## config.mk

```make
export PLATFORM = sky130hd
export DESIGN_NAME = sensor_frame_receiver
export DESIGN_NICKNAME = d
export VERILOG_FILES = /design/src/design/sfr_pkg.sv /design/src/design/sensor_frame_receiver.sv /design/src/design/sfr_parser.sv
export SDC_FILE = /design/constraint.sdc
export NUM_CORES = 1
export LEC_CHECK = 0
export BUFFER_PORTS_ARGS = -buffer_cell sky130_fd_sc_hd__buf_4
export CORE_MARGIN = 10
export CORE_UTILIZATION = 61
export DETAILED_ROUTE_END_ITERATION = 12
export PLACE_DENSITY = 0.85
export SYNTH_ARGS = -nofsm -noshare
export SYNTH_HDL_FRONTEND = slang
export SYNTH_SLANG_ARGS = --single-unit
export TNS_END_PERCENT = 10
```

## constraint.sdc

```tcl
create_clock -name clk -period 4.8 [get_ports clk]
set_input_delay 0.24 -clock clk [delete_from_list [all_inputs] [get_ports clk]]
set_output_delay 0.24 -clock clk [all_outputs]
set_load 0.005 [all_outputs]
```

## src/design/sfr_pkg.sv

```systemverilog
// Shared types and constants for the sensor frame receiver.
`default_nettype none

package sfr_pkg;

  localparam int unsigned WORD_W = 16;
  localparam int unsigned BYTE_W = 8;

  // Configuration register indexes
  localparam logic REG_HEADER = 1'b0;
  localparam logic REG_THRESH = 1'b1;

  localparam logic [BYTE_W-1:0] HEADER_RESET = 8'h4B;
  localparam logic [WORD_W-1:0] THRESH_RESET = 16'd2671;

  typedef struct packed {
    logic [WORD_W-1:0] temp_word;
    logic [WORD_W-1:0] humid_word;
    logic [WORD_W-1:0] soil_word;
    logic              checksum_ok;
    logic              fan_on;
  } frame_result_t;

endpackage

`default_nettype wire

```

## src/design/sensor_frame_receiver.sv

```systemverilog
// Top level of the sensor frame receiver: byte stream in, frame results out.
//
//   channel   direction  handshake            payload
//   s_*       in         s_tvalid / s_tready  tdata[7:0] rx_byte
//   m_*       out        m_tvalid / m_tready  tdata: words + fan_on, tuser: checksum_ok
//   cfg_*     in         cfg_we               cfg_index selects register, cfg_data value
//
// A received byte is captured in an input register, then decoded by the parser
// when the output slot is free or draining; a frame result lands in the output
// register and m_tvalid rises at the edge where the parser takes its checksum byte.
// One byte is accepted every cycle while the output register is empty or drained.
// A stall on m_tready holds the result and, once the input register is full,
// holds s_tready low. Reset (synchronous) empties both registers, restores the
// register defaults, clears the stored words and turns the fan off.
`default_nettype none

module sensor_frame_receiver (
  input  wire                          clk,
  input  wire                          rst,
  // slave side: tdata = rx_byte[7:0]
  input  wire                          s_tvalid,
  output logic                         s_tready,
  input  wire  [7:0]                   s_tdata,
  // master side: tdata = temp_word[15:0], humid_word[31:16], soil_word[47:32],
  //              fan_on[48], zero fill [55:49]
  output logic                         m_tvalid,
  input  wire                          m_tready,
  output logic [55:0]                  m_tdata,
  // tuser = checksum_ok[0]
  output logic                         m_tuser,
  // configuration write port
  input  wire                          cfg_we,
  input  wire                          cfg_index,
  input  wire  [sfr_pkg::WORD_W-1:0]   cfg_data
);

  logic [sfr_pkg::BYTE_W-1:0] header_byte;
  logic [sfr_pkg::WORD_W-1:0] humid_threshold;

  logic                       in_valid;
  logic [sfr_pkg::BYTE_W-1:0] in_byte;
  logic                       advance;
  logic                       parse_en;

  logic                       done;
  sfr_pkg::frame_result_t     result;
  sfr_pkg::frame_result_t     out_result;

  // Configuration registers.
  always_ff @(posedge clk) begin
    if (rst) begin
      header_byte     <= sfr_pkg::HEADER_RESET;
      humid_threshold <= sfr_pkg::THRESH_RESET;
    end else if (cfg_we) begin
      unique case (cfg_index)
        sfr_pkg::REG_HEADER: header_byte     <= cfg_data[sfr_pkg::BYTE_W-1:0];
        sfr_pkg::REG_THRESH: humid_threshold <= cfg_data;
        default: ;
      endcase
    end
  end

  // The parser may consume the held byte whenever the output slot is free
  // or is being drained this cycle.
  assign advance  = !m_tvalid || m_tready;
  assign parse_en = in_valid && advance;
  assign s_tready = !in_valid || advance;

  // Input register.
  always_ff @(posedge clk) begin
    if (rst) begin
      in_valid <= 1'b0;
    end else if (s_tready) begin
      in_valid <= s_tvalid;
    end
  end

  always_ff @(posedge clk) begin
    if (s_tready && s_tvalid) begin
      in_byte <= s_tdata;
    end
  end

  sfr_parser u_parser (
    .clk             (clk),
    .rst             (rst),
    .en              (parse_en),
    .rx_byte         (in_byte),
    .header_byte     (header_byte),
    .humid_threshold (humid_threshold),
    .done            (done),
    .result          (result)
  );

  // Output register: load on a finished frame, drop valid once taken.
  always_ff @(posedge clk) begin
    if (rst) begin
      m_tvalid <= 1'b0;
    end else if (advance) begin
      m_tvalid <= done;
    end
  end

  always_ff @(posedge clk) begin
    if (done) begin
      out_result <= result;
    end
  end

  assign m_tdata = {7'b0, out_result.fan_on, out_result.soil_word,
                    out_result.humid_word, out_result.temp_word};
  assign m_tuser = out_result.checksum_ok;

endmodule

`default_nettype wire

```

## src/design/sfr_parser.sv

```systemverilog
// Frame parser: header hunt, word assembly, checksum and fan decision.
`default_nettype none

module sfr_parser (
  input  wire                          clk,
  input  wire                          rst,
  input  wire                          en,
  input  wire [sfr_pkg::BYTE_W-1:0]    rx_byte,
  input  wire [sfr_pkg::BYTE_W-1:0]    header_byte,
  input  wire [sfr_pkg::WORD_W-1:0]    humid_threshold,
  output logic                         done,
  output sfr_pkg::frame_result_t       result
);

  typedef enum logic [2:0] {
    PH_HUNT, PH_T_HI, PH_T_LO, PH_H_HI, PH_H_LO, PH_S_HI, PH_S_LO, PH_CSUM
  } phase_t;

  phase_t                       phase;
  logic [sfr_pkg::WORD_W-1:0]   temp_store;
  logic [sfr_pkg::WORD_W-1:0]   humid_store;
  logic [sfr_pkg::WORD_W-1:0]   soil_store;
  logic                         fan_state;

  logic [sfr_pkg::BYTE_W-1:0]   sum_lo;
  logic                         sum_ok;
  logic                         fan_next;

  // Only the low bytes reach the low byte of the sum.
  assign sum_lo   = temp_store[7:0] + humid_store[7:0] + soil_store[7:0];
  assign sum_ok   = (sum_lo == rx_byte);
  assign fan_next = sum_ok ? (humid_store > humid_threshold) : fan_state;
  assign done     = en && (phase == PH_CSUM);

  always_comb begin
    result.temp_word   = temp_store;
    result.humid_word  = humid_store;
    result.soil_word   = soil_store;
    result.checksum_ok = sum_ok;
    result.fan_on      = fan_next;
  end

  always_ff @(posedge clk) begin
    if (rst) begin
      phase       <= PH_HUNT;
      temp_store  <= '0;
      humid_store <= '0;
      soil_store  <= '0;
      fan_state   <= 1'b0;
    end else if (en) begin
      unique case (phase)
        PH_HUNT: begin
          if (rx_byte == header_byte) begin
            phase <= PH_T_HI;
          end
        end
        PH_T_HI: begin
          temp_store[15:8] <= rx_byte;
          phase            <= PH_T_LO;
        end
        PH_T_LO: begin
          temp_store[7:0] <= rx_byte;
          phase           <= PH_H_HI;
        end
        PH_H_HI: begin
          humid_store[15:8] <= rx_byte;
          phase             <= PH_H_LO;
        end
        PH_H_LO: begin
          humid_store[7:0] <= rx_byte;
          phase            <= PH_S_HI;
        end
        PH_S_HI: begin
          soil_store[15:8] <= rx_byte;
          phase            <= PH_S_LO;
        end
        PH_S_LO: begin
          soil_store[7:0] <= rx_byte;
          phase           <= PH_CSUM;
        end
        PH_CSUM: begin
          fan_state <= fan_next;
          phase     <= PH_HUNT;
        end
        default: phase <= PH_HUNT;
      endcase
    end
  end

endmodule

`default_nettype wire
```

==> results of run 1 <==
## state kept, by name, summed over array words and instances, names as in the netlist
name / cells
header_byte: 8
humid_threshold: 16
in_valid: 1
u_parser.soil_store: 16
m_tvalid: 1
in_byte: 8
m_tuser: 1
u_parser.fan_state: 1
m_tdata: 49
u_parser.temp_store: 16
u_parser.humid_store: 16
u_parser.phase: 3
## worst min-delay path, stage by stage
cell	delay, ns
sky130_fd_sc_hd__buf_4	0.08
sky130_fd_sc_hd__nand2b_1	0.12
sky130_fd_sc_hd__a21oi_1	0.07
## kinds of logic after synthesis
group,count (synthesis)
other,1
adders and majority gates,34
xor gates and xnor gates,24
buffers and inverters,59
muxes,2
DFF,136
and+or+nand+nor,187
AOI/OAI and AO/OA,96
## power breakdown
group          switching [mW]  internal [mW]  total (mW)  leakage (nW)
logic                  0.0581         0.0507       0.109          1.33
clock network           0.514          0.660        1.17         0.257
registers              0.0282           1.22        1.24          1.22
## layout make-up
cell class,count,area (µm²)
Timing Repair Buffer,108,871
Clock buffer,18,428
Clock inverter,14,116
Inverter,21,78.8
Fill cell,545,2060
Multi-Input combinational cell,350,2110
Tap cell,111,139
Sequential cell,136,3300
## routing by layer
metal	up-vias	global-route usage, %	share of wire, %
met5	-	0	0
met4	0	11.9	3.6
met3	50	6.52	8.2
met2	220	36.4	50
met1	2140	23.9	39
li1	2048	-	-
## what timing repair did
item,CTS,global route
hold buffers,24,0
endpoints found under the hold margin,32,0
setup buffers,0,0
setup endpoints to repair,0,0
## stage by stage
stage	cell area, µm²	setup slack (ns)	instances	hold slack, ns	total power, mW
after floorplan	5670	1.91	545	0.339	1.32
after global placement	6260	1.75	702	0.413	1.35
after detailed placement	6260	1.67	702	0.415	1.35
after CTS	7050	1.63	758	0.00153	2.52
after global routing	7050	1.46	758	0.0363	2.60
final	7050	1.63	758	0.0436	2.53
## synthesized netlist by cell type
cell | count | area share, %
sky130_fd_sc_hd__clkbuf_1 | 29 | 1.9
sky130_fd_sc_hd__xor2_1 | 14 | 2.2
sky130_fd_sc_hd__o31ai_1 | 1 | 0.13
sky130_fd_sc_hd__ha_1 | 26 | 5.8
sky130_fd_sc_hd__nand3_1 | 58 | 5.1
sky130_fd_sc_hd__buf_2 | 2 | 0.18
sky130_fd_sc_hd__o21ai_0 | 2 | 0.18
sky130_fd_sc_hd__a21o_2 | 1 | 0.16
sky130_fd_sc_hd__buf_4 | 7 | 0.93
sky130_fd_sc_hd__o211ai_1 | 8 | 1.1
sky130_fd_sc_hd__nor3_2 | 1 | 0.18
sky130_fd_sc_hd__and2_1 | 2 | 0.22
sky130_fd_sc_hd__mux2_2 | 1 | 0.20
sky130_fd_sc_hd__o41a_1 | 1 | 0.20
sky130_fd_sc_hd__nand4_1 | 4 | 0.44
sky130_fd_sc_hd__a211oi_1 | 4 | 0.53
sky130_fd_sc_hd__dfxtp_1 | 78 | 28
sky130_fd_sc_hd__nand2_1 | 102 | 6.8
sky130_fd_sc_hd__mux2i_1 | 1 | 0.18
sky130_fd_sc_hd__edfxtp_1 | 58 | 31
sky130_fd_sc_hd__fa_1 | 8 | 2.8
sky130_fd_sc_hd__nor4_1 | 4 | 0.44
sky130_fd_sc_hd__a21oi_1 | 73 | 6.5
sky130_fd_sc_hd__a21o_1 | 1 | 0.13
sky130_fd_sc_hd__nor4_2 | 1 | 0.22
sky130_fd_sc_hd__conb_1 | 1 | 0.066
sky130_fd_sc_hd__inv_1 | 21 | 1.4
sky130_fd_sc_hd__nand2b_1 | 2 | 0.22
sky130_fd_sc_hd__nor2b_1 | 4 | 0.44
sky130_fd_sc_hd__a31o_1 | 1 | 0.16
sky130_fd_sc_hd__nor2_1 | 9 | 0.60
sky130_fd_sc_hd__a31oi_1 | 1 | 0.11
sky130_fd_sc_hd__o21bai_1 | 1 | 0.13
sky130_fd_sc_hd__o41ai_1 | 1 | 0.16
sky130_fd_sc_hd__xnor2_1 | 10 | 1.6
sky130_fd_sc_hd__a21boi_0 | 1 | 0.13
## path summary, 6_finish.rpt
kind	endpoint	start	slack [ns]	cells after the start
max	m_tdata[48]	u_parser.humid_store[1]	1.63	9
min reg2reg	m_tdata[12]	u_parser.temp_store[12]	0.42	0
max reg2reg	m_tdata[48]	u_parser.humid_store[1]	1.63	9
min	m_tvalid	m_tready	0.04	3
==> metrics.md, run 1 <==
| Metric | Value |
|---|---|
| Wirelength, routed | 14200 µm |
| Clock edge transition at the registers on the reported setup and hold paths | 0.06 ns |
| Vias in the first global route | 4561 |
| Post-layout net count | 698 |
| Root buffer cell | sky130_fd_sc_hd__clkbuf_8 |
| Slowest CP cell | sky130_fd_sc_hd__fa_1 |
| Number of buffers created by CTS | 17 |
| Category of the most critical setup path | flip-flop to flip-flop |
| Aggregate negative setup slack | 0 ns |
| Final count of pins violating max slew | 0 |
| Compound-cell area share of the yosys netlist | 9.56% |
| Growth of design area from synthesis to finish | 24.9% |
| Post-Synthesis Cell Area | 5640 µm² |
| Adder-Cell Fraction of Synth Area | 8.60% |
| Largest stage delay on the critical path | 0.45 ns |
| Remaining antenna violation count | 0 |
| Total buffers and inverters traversed by the critical path | 0 |
| Pin count of the biggest net entering global routing | 68 |
| Maximum fanout encountered on the critical timing path | 4 |
| Router iterations before antenna repair | 5 |
| Required time at the endpoint of the critical path | 5.06 ns |
| Maximum frequency from static timing analysis | 315 MHz |
| Worst Hold Class | primary input to flip-flop |
| Cell repeated most along the worst path | sky130_fd_sc_hd__fa_1 |
| Clock insertion delay at the later pin of the skew report | 0.52 ns |
| Maximum buffer depth of the clock tree | 2 |
| H-tree lvl count | 4 |
| Final worst path period need | about 3.2 ns |
| Worst rel slew slack | 23.2% |
| Layout cells sized above 1 | 18.5% |
| Setup crit start kind | flip-flop |
| Drt via density | around 6 |
| Mean instance size in the synthesized netlist | 10.5 µm² |
| Overflow left after global routing | 0 |
| Clock tree from TritonCTS | yes |
| Overall routing resource usage | 21.6% |
| Register bit count reported by yosys | between 100 and 150 |
| Hold violation count in the final report | 0 |
| Total leakage power | 2.81 nW |
| Multiplexer area fraction after synthesis | 0.377% |
| Vias post-DR | 4458 |
| I/O pin total | 89 |
| Setup crit end kind | flip-flop |
| Clock Skew | 0.0124 ns |
| Die Area | between 10000 and 15000 µm² |
| Number of max-cap violations | 0 |
| Overall die width | 116 µm |
| Post-DR wirelength/cell | 18.7 µm |
| Clk sink count | between 100 and 150 |
| Largest family of logic cells by synthesized area | simple AND/OR/NAND/NOR gates |
| Yosys cell types | 36 |
| Initial DRC count | 387 |
| CORE AREA | ~9100 µm² |
| Antenna violations before repair | 0 |
| Setup repair after global routing missed its margin | false |
| Area fraction in and, or, nand and nor cells after synthesis | 14.7% |
| Arrival time of data at the critical path endpoint | approximately 3.4 ns |
| Vert. Die Dim | approximately 120 µm |
| Result of the run | completed |
| Placer's final routability congestion estimate | 0.886 |
| Total inserted antenna cells | 0 |
| Commonest cells after routing, fill and taps aside | sky130_fd_sc_hd__nand2_1, sky130_fd_sc_hd__buf_4, sky130_fd_sc_hd__dfxtp_1, sky130_fd_sc_hd__a21oi_1 |
| Pwr/cell area | approximately 360 nW/µm² |
| Transition at the pin with the smallest max-transition slack | ~1.1 ns |
| Global-route wire length before repair | 22500 µm |
| Fraction of synthesized cell area in xor and xnor cells | 3.73% |
| CP delay by family, top | adder cells |
| Number of instances in the synthesized netlist | about 540 |
| Buffers on Ports | 81 |
| Initial Util | between 60% and 70% |
| Cell row count | 35 |
| Fraction of the cycle the final worst path needs | 66.1% |
| Final core occ | 77.4% |
| Number of gates given a new drive strength after cts | 0 |
| HPWL reported at the end of detailed placement | roughly 9300 µm |
| Leading cell type in the layout, fill and taps excluded | sky130_fd_sc_hd__nand2_1 |
| VDD IR-drop max | 0.000286 V |
| Ordered list of cells on the worst path | fa_1 -> ha_1 -> fa_1 -> a21o_2 -> a21oi_1 -> xnor2_1 -> nand3_1 -> nor3_2 -> mux2_2 |
| Number of warnings issued by yosys | 0 |
| Fraction of the yosys area taken by sequential cells | 58.5% |
| Final-report setup violation count | 0 |
| Remaining DRCs | 0 |
No activity file was read; power rests on OpenSTA's default activity.
==> inputs of run 2 (changes only) <==
- CORE_UTILIZATION: 61 -> 51
- PLACE_DENSITY: 0.85 -> 0.76
- clock period: 4.8 -> 2.9 ns (I/O delays scaled with it)
==> run 2 against run 1 <==
The run now ends with negative setup slack left. Worst hold slack lost 0.019 ns. Clock skew shrank 0.0068 ns. Non-clock buffer count grew 26. Sequential share of layout area shrank 1.9 points. Critical endpoint is now u_parser.fan_state. Fmax grew 7.4%. Power grew 73%. Utilization shrank 9.5 points. Sequential cell count is the same. Die area grew 16%. Wire length grew 3.5%. Largest cell class unchanged. Clock power grew 80%.
==> metrics.md, run 2 (synthesis gave the netlist of run 1 again) <==
| Metric | Value |
|---|---|
| Result of the run | complete, but fails checks |
| Violations in the final reports | negative setup slack |
| Layout filler cell count | 806 (+48%) |
| Clock insertion delay at the later pin of the skew report | 0.52 ns (about the same) |
| Post-layout net count | 724 (+3.7%) |
| Remaining antenna violation count | 0 (unchanged) |
| I/O pin total | 89 (unchanged) |
| H-tree lvl count | 4 (unchanged) |
| Arrival time of data at the critical path endpoint | 3.37 ns (-0.06 ns) |
| Buffers on Ports | 81 (unchanged) |
| Overall routing resource usage | 18.3% (-3.2 points) |
| Category of the most critical setup path | flip-flop to flip-flop |
| Vert. Die Dim | 125 µm (+7.8%) |
| Placer's final routability congestion estimate | 0.944 (+6.6%) |
| Global-route wire length before repair | 23100 µm (+2.7%) |
| Transition at the pin with the smallest max-transition slack | 0.802 ns (-0.345 ns) |
| Setup crit end kind | flip-flop |
| Clk sink count | 136 (unchanged) |
| Post-DR wirelength/cell | 18.1 µm (-3.5%) |
| Router iterations before antenna repair | 6 (+1) |
| Drt via density | 5.50 (-6.5%) |
| Required time at the endpoint of the critical path | 3.32 ns (-1.74 ns) |
| Wirelength, routed | 14700 µm (+3.5%) |
| Antenna violations before repair | 0 (unchanged) |
| Maximum fanout encountered on the critical timing path | 2 (-2) |
| Cells on worst reg2reg path | 10 (+1) |
| Worst hold margin | 0.0251 ns (-0.0185 ns) |
| Commonest cells after routing, fill and taps aside | sky130_fd_sc_hd__buf_4, sky130_fd_sc_hd__nand2_1, sky130_fd_sc_hd__dfxtp_1, sky130_fd_sc_hd__a21oi_1 |
| Clock tree from TritonCTS | yes |
| Pwr/cell area | 594 nW/µm² (+66%) |
| Overflow left after global routing | 0 (unchanged) |
| Setup crit start kind | flip-flop |
| Maximum buffer depth of the clock tree | 2 (unchanged) |
| Root buffer cell | sky130_fd_sc_hd__clkbuf_8 |
| Growth of design area from synthesis to finish | 30.3% |
| Post-DP Area | 6450 µm² (+3.0%) |
| Final count of pins violating max slew | 0 (unchanged) |
| Reg-to-reg setup timing slack | -0.05 ns (-1.68 ns) |
| HPWL reported at the end of detailed placement | 9750 µm (+4.8%) |
| Hold violation count in the final report | 0 (unchanged) |
| Number of buffers created by CTS | 17 (unchanged) |
| Die Area | 15700 µm² (+16%) |
| VDD IR-drop max | 0.000400 V (+40%) |
| Final core occ | 67.8% (-9.5 points) |
| Final Worst Setup Slack | -0.0537 ns (-1.68 ns) |
| Total leakage power | 2.92 nW (+4.0%) |
| Clock edge transition at the registers on the reported setup and hold paths | 0.06 ns (about the same) |
| Max FFs per register | 49 (unchanged) |
| Final worst path period need | 2.95 ns (-0.219 ns) |
| Vias post-DR | 4470 (+0.27%) |
| Remaining DRCs | 0 (unchanged) |
| Fraction of the cycle the final worst path needs | 102% (+36 points) |
| Clock Skew | 0.00559 ns (-0.00684 ns) |
| Layout cells sized above 1 | 21.4% (+2.8 points) |
| Initial Util | 52.1% (-9.9 points) |
| Initial DRC count | 502 (+30%) |
| Total Power Consumption | 4.37 mW (+73%) |
| Maximum frequency from static timing analysis | 339 MHz (+7.4%) |
| Cell row count | 38 (+8.6%) |
| Setup repair after global routing missed its margin | true |
| Layout Cell Area excl Fill | 7350 µm² (+4.3%) |
| Total inserted antenna cells | 0 (unchanged) |
| Overall die width | 125 µm (+7.8%) |
| Number of max-cap violations | 0 (unchanged) |
| CORE AREA | 10800 µm² (+19%) |
| Leading cell type in the layout, fill and taps excluded | sky130_fd_sc_hd__buf_4 |
| Final-report setup violation count | 2 (+2) |
| Pin count of the biggest net entering global routing | 51 (-25%) |
| Worst rel slew slack | 46.5% (+23 points) |
| Vias in the first global route | 4375 (-4.1%) |
| Worst Hold Class | primary input to flip-flop |
| Count of cells along the worst hold path | 4 (+1) |
==> run 2: cell types whose count changed in the layout (fill, tap and decap cells not counted), sizes merged <==
cell / before / now
buf: 84 / 105
clkbuf: 18 / 20
dlygate4sd3: 24 / 29
inv: 26 / 23
clkinvlp: 4 / 2
bufinv: 0 / 3
==> run 2: path summary, 6_finish.rpt <==
path,from,endpoint
setup / recovery,u_parser.temp_store[1],u_parser.fan_state
hold / removal,cfg_index,header_byte[2]
setup reg to reg,u_parser.temp_store[1],u_parser.fan_state
hold reg to reg,u_parser.temp_store[10],m_tdata[10]
==> run 2: layout make-up <==
type	instances	area, µm²	area share [%]
repair buffers	134	1080	14.7
multi-input cells	350	2130	29.0
flip-flops and latches	136	3300	44.9
clock buffers	20	435	5.92
inverters	21	78.8	1.07
well taps	140	175	2.38
clock inverters	12	150	2.04
==> run 2: metal layers <==
metal  GRT usage, %  part of all wire [%]
met2           30.5                    49
met3           5.83                   8.2
met5              0                     0
met4           6.57                   1.8
met1           21.8                    41
==> run 2: critical path, cell delays in order, from the launching register on <==
cell	delay [ns]
sky130_fd_sc_hd__dfxtp_2	0.33
sky130_fd_sc_hd__fa_1	0.50
sky130_fd_sc_hd__ha_2	0.22
sky130_fd_sc_hd__fa_2	0.40
sky130_fd_sc_hd__a21o_2	0.22
sky130_fd_sc_hd__a21oi_2	0.15
sky130_fd_sc_hd__o21ai_1	0.10
sky130_fd_sc_hd__xor2_1	0.19
sky130_fd_sc_hd__buf_4	0.16
sky130_fd_sc_hd__o41a_1	0.39
sky130_fd_sc_hd__a31o_1	0.19
==> run 2: repair_timing <==
item	in CTS	in global routing
hold buffers	29	0
buffers inserted	1	0
endpoints found under the setup margin	2	2
endpoints found under the hold margin	43	0
pin swaps	10	0
gates resized for setup	7	0
==> run 2: report_power, final <==
group          switching [mW]  internal [mW]  leakage (nW)
sequential             0.0350           2.01          1.18
combinational           0.109         0.0963          1.46
clock                   0.782           1.33         0.283
==> run 2: per-stage QoR <==
step | cells | setup WS (ns) | TNS (ns)
6_report | 813 | -0.0537 | -0.0969
4_1_cts | 813 | -0.0187 | -0.0187
3_3_place_gp | 751 | -0.100 | -0.100
2_1_floorplan | 545 | 0.0130 | 0
5_1_grt | 813 | -0.149 | -0.272
3_5_place_dp | 751 | -0.260 | -0.410
